$ cat src/sv/crp_pkg.sv
`timescale 1ns / 1ps
// ----------------------------------------------------------------------------
// Command ring producer package
// Result kinds, the result beat type and the fixed ring constants.
// ----------------------------------------------------------------------------
package crp_pkg;

  typedef enum logic [1:0] {
    KindCmd  = 2'd0,
    KindLink = 2'd1,
    KindFull = 2'd2,
    KindDone = 2'd3
  } kind_e;

  // Configuration register indexes
  localparam logic [1:0] RegBase  = 2'd0;
  localparam logic [1:0] RegSlots = 2'd1;

  // Slot count clamp: never below 2, never above MaxSlots or 256
  localparam int unsigned MaxSlots = 256;
  localparam logic [8:0]  SlotMin  = 9'd2;
  localparam logic [8:0]  SlotCap  = (MaxSlots > 256) ? 9'd256 : 9'(MaxSlots);
  localparam logic [8:0]  SlotRst  = 9'd256;

  // Link TRB control: type 6, toggle cycle set; bit 0 gets the producer cycle
  localparam logic [31:0] LinkControl = 32'h0000_1802;

  typedef struct packed {
    kind_e       kind;
    logic [63:0] address;
    logic [63:0] parameter_w;
    logic [31:0] status;
    logic [31:0] control;
    logic [7:0]  slot;
    logic [8:0]  dequeue;
    logic        pcycle;
    logic        last;
  } beat_t;

endpackage

$ cat src/sv/command_ring_producer_unit.sv
`timescale 1ns / 1ps
// Result beats are registered in the result queue when their item is accepted and leave it in order.
// Throughput: one item per cycle while in_stall_o is low; a wrap adds a link beat,
//   and the single output port drains one beat per cycle, so the four-entry result queue sets the pace.
// in_stall_o is high while fewer than two queue entries are free.
// Reset (rst_ni low, asynchronous): enqueue index 0, dequeue position 0, both
//   cycle bits 1, ring base 0, slot count 256, result queue empty.
// ----------------------------------------------------------------------------
// Command ring producer
// Enqueues command TRBs on a cycle-bit ring, emits link writes on wrap and
// tracks the dequeue position from completion events.
// ----------------------------------------------------------------------------
module command_ring_producer_unit (
  input  logic        clk_i,
  input  logic        rst_ni,
  // configuration
  input  logic        cfg_valid_i,
  output logic        cfg_ready_o,
  input  logic [1:0]  cfg_index_i,
  input  logic [63:0] cfg_data_i,
  // request channel
  input  logic        in_valid_i,
  output logic        in_stall_o,
  input  logic        req_type_i,
  input  logic [63:0] trb_parameter_i,
  input  logic [31:0] trb_status_i,
  input  logic [31:0] trb_control_i,
  input  logic [63:0] completed_pointer_i,
  // result channel
  output logic        out_valid_o,
  input  logic        out_stall_i,
  output crp_pkg::kind_e result_kind_o,
  output logic [63:0] write_address_o,
  output logic [63:0] write_parameter_o,
  output logic [31:0] write_status_o,
  output logic [31:0] write_control_o,
  output logic [7:0]  slot_index_o,
  output logic [8:0]  dequeue_index_o,
  output logic        producer_cycle_o,
  output logic        last_o
);
  import crp_pkg::*;

  // configuration registers
  logic [63:0] base_q;
  logic [8:0]  slots_q;

  // ring state
  logic [7:0]  enq_idx_q, enq_idx_d;
  logic [8:0]  deq_pos_q, deq_pos_d;
  logic        pcs_q, pcs_d;
  logic        ccs_q, ccs_d;

  // result queue
  beat_t       fifo_q [4];
  logic [1:0]  wr_ptr_q, rd_ptr_q;
  logic [2:0]  count_q;

  logic        in_acc, out_acc;
  logic [1:0]  push_cnt;
  beat_t       beat0, beat1;

  logic [8:0]  slot_total, link_slot, next_slot, new_deq;
  logic [63:0] ptr_off;
  logic        room_ok;

  assign cfg_ready_o = 1'b1;
  assign in_stall_o  = (count_q > 3'd2);
  assign in_acc      = in_valid_i && !in_stall_o;
  assign out_valid_o = (count_q != 3'd0);
  assign out_acc     = out_valid_o && !out_stall_i;

  always_ff @(posedge clk_i or negedge rst_ni) begin
    if (!rst_ni) begin
      base_q  <= '0;
      slots_q <= SlotRst;
    end else if (cfg_valid_i && cfg_ready_o) begin
      unique case (cfg_index_i)
        RegBase:  base_q  <= cfg_data_i;
        RegSlots: slots_q <= cfg_data_i[8:0];
        default: ;
      endcase
    end
  end

  always_comb begin
    if (slots_q < SlotMin) begin
      slot_total = SlotMin;
    end else if (slots_q > SlotCap) begin
      slot_total = SlotCap;
    end else begin
      slot_total = slots_q;
    end
  end

  assign link_slot = slot_total - 9'd1;
  assign next_slot = {1'b0, enq_idx_q} + 9'd1;
  assign ptr_off   = completed_pointer_i - base_q;
  assign new_deq   = ptr_off[12:4] + 9'd1;

  // ring full test on cycle bits and indices
  assign room_ok = (ccs_q == pcs_q) ? ({1'b0, enq_idx_q} >= deq_pos_q)
                                    : ({1'b0, enq_idx_q} <  deq_pos_q);

  always_comb begin
    enq_idx_d = enq_idx_q;
    deq_pos_d = deq_pos_q;
    pcs_d     = pcs_q;
    ccs_d     = ccs_q;
    push_cnt  = 2'd0;

    beat0             = '0;
    beat0.slot        = enq_idx_q;
    beat0.dequeue     = deq_pos_q;
    beat0.pcycle      = pcs_q;
    beat0.last        = 1'b1;
    beat1             = '0;
    beat1.kind        = KindLink;
    beat1.address     = base_q + {52'd0, link_slot[7:0], 4'd0};
    beat1.parameter_w = base_q;
    beat1.control     = LinkControl | {31'd0, pcs_q};
    beat1.slot        = link_slot[7:0];
    beat1.dequeue     = deq_pos_q;
    beat1.pcycle      = !pcs_q;
    beat1.last        = 1'b1;

    if (in_acc) begin
      push_cnt = 2'd1;
      if (req_type_i) begin
        // completion: toggle consumer cycle when the position moves back
        deq_pos_d     = new_deq;
        ccs_d         = (new_deq < deq_pos_q) ? !ccs_q : ccs_q;
        beat0.kind    = KindDone;
        beat0.dequeue = new_deq;
      end else if (!room_ok) begin
        beat0.kind = KindFull;
      end else begin
        beat0.kind        = KindCmd;
        beat0.address     = base_q + {52'd0, enq_idx_q, 4'd0};
        beat0.parameter_w = trb_parameter_i;
        beat0.status      = trb_status_i;
        beat0.control     = {trb_control_i[31:1], pcs_q};
        if (next_slot >= link_slot) begin
          // wrap: follow with the link beat and flip the producer cycle
          enq_idx_d    = '0;
          pcs_d        = !pcs_q;
          beat0.slot   = enq_idx_q;
          beat0.pcycle = !pcs_q;
          beat0.last   = 1'b0;
          push_cnt     = 2'd2;
        end else begin
          enq_idx_d = next_slot[7:0];
        end
      end
    end
  end

  always_ff @(posedge clk_i or negedge rst_ni) begin
    if (!rst_ni) begin
      enq_idx_q <= '0;
      deq_pos_q <= '0;
      pcs_q     <= 1'b1;
      ccs_q     <= 1'b1;
      wr_ptr_q  <= '0;
      rd_ptr_q  <= '0;
      count_q   <= '0;
    end else begin
      enq_idx_q <= enq_idx_d;
      deq_pos_q <= deq_pos_d;
      pcs_q     <= pcs_d;
      ccs_q     <= ccs_d;
      wr_ptr_q  <= wr_ptr_q + push_cnt;
      if (out_acc) begin
        rd_ptr_q <= rd_ptr_q + 2'd1;
      end
      count_q <= count_q + {1'b0, push_cnt} - {2'd0, out_acc};
    end
  end

  always_ff @(posedge clk_i) begin
    if (push_cnt != 2'd0) begin
      fifo_q[wr_ptr_q] <= beat0;
    end
    if (push_cnt == 2'd2) begin
      fifo_q[wr_ptr_q + 2'd1] <= beat1;
    end
  end

  beat_t head;
  assign head              = fifo_q[rd_ptr_q];
  assign result_kind_o     = head.kind;
  assign write_address_o   = head.address;
  assign write_parameter_o = head.parameter_w;
  assign write_status_o    = head.status;
  assign write_control_o   = head.control;
  assign slot_index_o      = head.slot;
  assign dequeue_index_o   = head.dequeue;
  assign producer_cycle_o  = head.pcycle;
  assign last_o            = head.last;

endmodule

$ cat config.mk
export PLATFORM = sky130hd
export DESIGN_NAME = command_ring_producer_unit
export DESIGN_NICKNAME = d
export VERILOG_FILES = /design/src/sv/crp_pkg.sv /design/src/sv/command_ring_producer_unit.sv
export SDC_FILE = /design/constraint.sdc
export NUM_CORES = 2
export LEC_CHECK = 0
export BUFFER_PORTS_ARGS = -buffer_cell sky130_fd_sc_hd__buf_2
export CORE_ASPECT_RATIO = 0.5
export CORE_MARGIN = 2
export CORE_UTILIZATION = 64
export DETAILED_ROUTE_END_ITERATION = 8
export HOLD_SLACK_MARGIN = 0.05
export PLACE_DENSITY_LB_ADDON = 0.3
export SETUP_SLACK_MARGIN = 0.4
export SYNTH_ARGS = -nofsm -noshare
export SYNTH_HDL_FRONTEND = slang
export SYNTH_SLANG_ARGS = --single-unit
export TNS_END_PERCENT = 30
$ cat constraint.sdc
create_clock -name clk_i -period 15.5 [get_ports clk_i]
set_clock_uncertainty 0.1 [all_clocks]
set_input_delay 0 -clock clk_i [delete_from_list [all_inputs] [get_ports clk_i]]
set_output_delay 0 -clock clk_i [all_outputs]
set_load 0.02 [all_outputs]
==> impl_metrics.yaml <==
run_status:
  outcome: "complete, no violations"
yosys:
  synth_xor_xnor_area_share_pct: 1.58
  simple_gate_share_of_the_synthesized_area_pct: 7.39
  number_of_enable_flip_flop_cells_after_synthesis: 588
  synth_top_family_by_area: "compound AO/OA/AOI/OAI gates"
  syn_area_per_cell_um2: 12.3
  syn_nets: 4019
  yosysSeqAreaShare_pct: 55.7
  yosys.area.top_type: "edfxtp_1"
  synth.ff_latch_count: 951
  yosysUniqueCellTypes: 80
  synth.area.mux_share_pct: 12.3
  asyncSetResetFlopFracSynth_pct: 10.4
  synthesis.yosys.warnings: 0
  synth_compound_gate_area_share_pct: 17.9
  ys_dominant_reg_cell: "edfxtp_1"
  synthDominantCellAreaShare_pct: 38.7
  synth-adder-area-share_pct: 1.61
  netlist_top_cells_area: "edfxtp_1 (39%), dfxtp_1 (12%), mux4_2 (11%), a22o_1 (8.4%), dfrtp_1 (5.3%)"
  synthCells: 3699
  netlist_area_um2: 45600
clock_network:
  cts.repair.resized: 0
  cts_setup_buffers: 0
  numCtsBuffers: 82
  cts.reportedPaths.clkPinSlew_ns: 0.08
  numClockSinks: 951
  ctsRootBufferMaster: "clkbuf_16"
  clk-insertion-delay-late_ns: 0.71
  cts_hold_repair.buffers: 400
  tritoncts: "built"
  cts-root-to-sink-buffers: 3
  htree_num_levels: 3
global_route:
  grt_max_degree: 137
  first_global_vias: 38300
  grt_first_pass_wirelength_um: 227000
  grt_overflow_total: 0
  grtUsageTotal_pct: 41.0
  grt_antenna_before_repair: 3
detailed_routing:
  detailedRoute.firstPassIterationCount: 8
  detail-route-antenna-nets: 0
  drc_errors: 0
  detail_route.wl_per_cell_um: 28.5
  num_vias: 38200
  routed_wl_um: 153000
  vias_per_cell: 7.13
  first_iter_violations: 5899
power_and_ir_drop:
  power.static_leakage_nw: 20.2
  cellInternalPower_mw: 5.83
  share_of_total_power_in_sequential_cells_pct: 39.9
  max-vdd-ir-drop_mv: 0.148
  p_sw_share_pct: 37.2
  switchingPower_mw: 3.46
  power-per-cell-area_nw_per_um2: 169
  pwr-share-comb_pct: 36.2
  report.power.total_mw: 9.29
  clock_power_share_pct: 23.9
critical_path:
  cp.arrival_ns: 8.13
  path_class: "flip-flop to flip-flop"
  worst_r2r_path_cells: 16
  worstPathRequired_ns: 15.73
  critical_path.reg2reg.startpoint: "slots_q[4]$_DFFE_PN0P_"
  nature_of_the_critical_path_endpoint: "flip-flop"
  reg2reg_slack_ns: 7.61
  end_of_the_worst_register_to_register_path: "fifo_q[3][189]$_DFFE_PP_"
  path_max_fanout: 59
  worst_setup_path_start_kind: "flip-flop"
sta:
  timing.setup.tns_ns: 0
  final_number_of_max_transition_violations: 0
  setup_viol: 0
  clock.fmax_ghz: 0.127
  post-route-period-util_pct: 50.9
  period_minus_slack_ns: 7.90
  slew_headroom_pct: 21.6
  unrepaired_setup_endpoints_after_global_routing: "false"
  worst_slew_pin_slew_ns: 1.18
  finalHoldViolCount: 0
die:
  die-height_um: 193
  dieWidth_um: 382
  placeableCoreArea_um2: 70800
  initial_utilization_pct: 64.5
  row_count: 69
  dieArea_um2: 73600
  num_io_pins: 480
hold_path:
  timing.hold.worst_endpoint: "fifo_q[1][96]$_DFFE_PP_"
  worstHoldPathType: "input pin to flip-flop"
  hold_path.startpoint: "trb_parameter_i[13]"
  worst_hold_path.num_cells: 3
placement:
  post_dp_cell_area_um2: 48200
  dp_hpwl_um: 81500
  port_buffers: 426
  gpl.final_weighted_congestion: 0.914
layout:
  layout-area-overhead-vs-synth_pct: 20.7
  combined_area_of_the_multi_input_logic_cells_um2: 18800
  finish.net_count: 4645
  drive_gt1_share_pct: 21.8
  layout.area.seq_um2: 25400
  fin_util_pct: 77.8
  stdcell_area_um2: 55100
  fillCellCount: 4037
flow_run:
  max_cap_viol_count: 0
-- power groups by stage --
| stage | combinational, mW | sequential (mW) | clock [mW] |
|---|---|---|---|
| 2_1_floorplan | 2.33 | 3.48 | 0 |
| 3_3_place_gp | 3.11 | 3.67 | 0 |
| 3_5_place_dp | 3.15 | 3.70 | 0 |
| 4_1_cts | 3.27 | 3.66 | 2.18 |
| 5_1_grt | 3.52 | 3.75 | 2.30 |
| 6_report | 3.36 | 3.71 | 2.22 |
-- flip-flops by register name, indices dropped and copies added (netlist names), 2 cells and up --
name / count
rd_ptr_q: 2
slots_q: 9
enq_idx_q: 8
wr_ptr_q: 2
count_q: 3
deq_pos_q: 9
fifo_q: 852
base_q: 64
-- critical path, cell delays in order (launching register included) --
cell and delay, ns:
dfrtp_1 0.47, nor4_1 0.65, nand2_1 0.11, o211ai_1 0.60
ha_1 0.41, nand2_1 0.09, mux2i_1 0.13, a21oi_1 0.35
a22oi_1 0.31, o22a_1 0.17, o41a_2 0.62, and2_4 0.69
nor2_4 0.07, buf_4 0.39, inv_6 0.54, buf_4 0.91
buf_4 0.69
-- worst max path at each step --
| stage | start | to | depth (start not counted) |
|---|---|---|---|
| CTS | slots_q[4]$_DFFE_PN0P_ | fifo_q[3][134]$_DFFE_PP_ | 16 |
| global route | slots_q[4]$_DFFE_PN0P_ | fifo_q[3][189]$_DFFE_PP_ | 16 |
| finish | slots_q[4]$_DFFE_PN0P_ | fifo_q[3][189]$_DFFE_PP_ | 16 |
| detailed placement | slots_q[4]$_DFFE_PN0P_ | fifo_q[3][131]$_DFFE_PP_ | 16 |
| floorplan | slots_q[4]$_DFFE_PN0P_ | fifo_q[0][100]$_DFFE_PP_ | 16 |
| global placement | slots_q[4]$_DFFE_PN0P_ | fifo_q[3][129]$_DFFE_PP_ | 16 |
-- synthesized netlist by cell type, types with 67 or more instances --
cell type / number
o21ai_0: 259
a21oi_1: 173
mux2_2: 67
nor2_1: 182
dfrtp_1: 96
edfxtp_1: 588
dfxtp_1: 264
a22o_1: 438
mux4_2: 213
clkbuf_1: 245
o22ai_1: 148
nand2_1: 335
-- through the flow --
step	setup slack [ns]	instances	hold slack, ns
3_5_place_dp	7.82	4799	0.0769
2_1_floorplan	8.77	3699	-0.396
5_1_grt	7.23	5354	0.0781
4_1_cts	7.82	5352	0.0515
3_3_place_gp	7.98	4799	0.0731
6_report	7.61	5355	0.0775
-- cell type report --
cell class | count | area share [%]
sequential | 951 | 46.2
clock inverter | 36 | 0.831
tap | 958 | 2.18
clock buffer | 117 | 4.32
timing repair buffer | 885 | 12.0
antenna | 3 | 0.0136
multi-input combinational | 2349 | 34.0
inverter | 56 | 0.418
-- layout by cell type, fill, tap and decap left out, types with 22 or more instances in the layout --
master	instances
o22ai_1	148
xnor2_1	43
buf_2	425
inv_1	47
nand3_1	54
o31ai_1	32
edfxtp_1	588
a22oi_1	28
dlygate4sd3_1	399
nor2_1	176
nand2_1	335
dfxtp_1	264
a22o_1	438
dfrtp_1	94
nand4_1	25
clkbuf_16	84
buf_4	57
o21ai_0	259
xor2_1	35
mux2_2	67
a21oi_1	172
nor3_1	22
mux4_2	213
ha_1	53
-- kinds of logic (layout without fill, tap and decap cells) --
family,after synthesis,count (layout)
buffers and inverters,399,1094
adders and majority gates,57,57
DFF,951,951
other,1,4
muxes,286,286
and+or+nand+nor,748,748
xor gates and xnor gates,80,80
AOI/OAI and AO/OA,1177,1177
-- per-layer routing --
layer  vias to the layer above  global-route usage [%]  wire (um)
met2                      3354                    66.1      71500
met3                       741                    9.67      19700
met1                     18400                    51.4      51600
met5                         -                       0          0
met4                         0                    23.9       9870
li1                      15700                       -          -
Note: power is estimated with default switching activity, not from simulation.
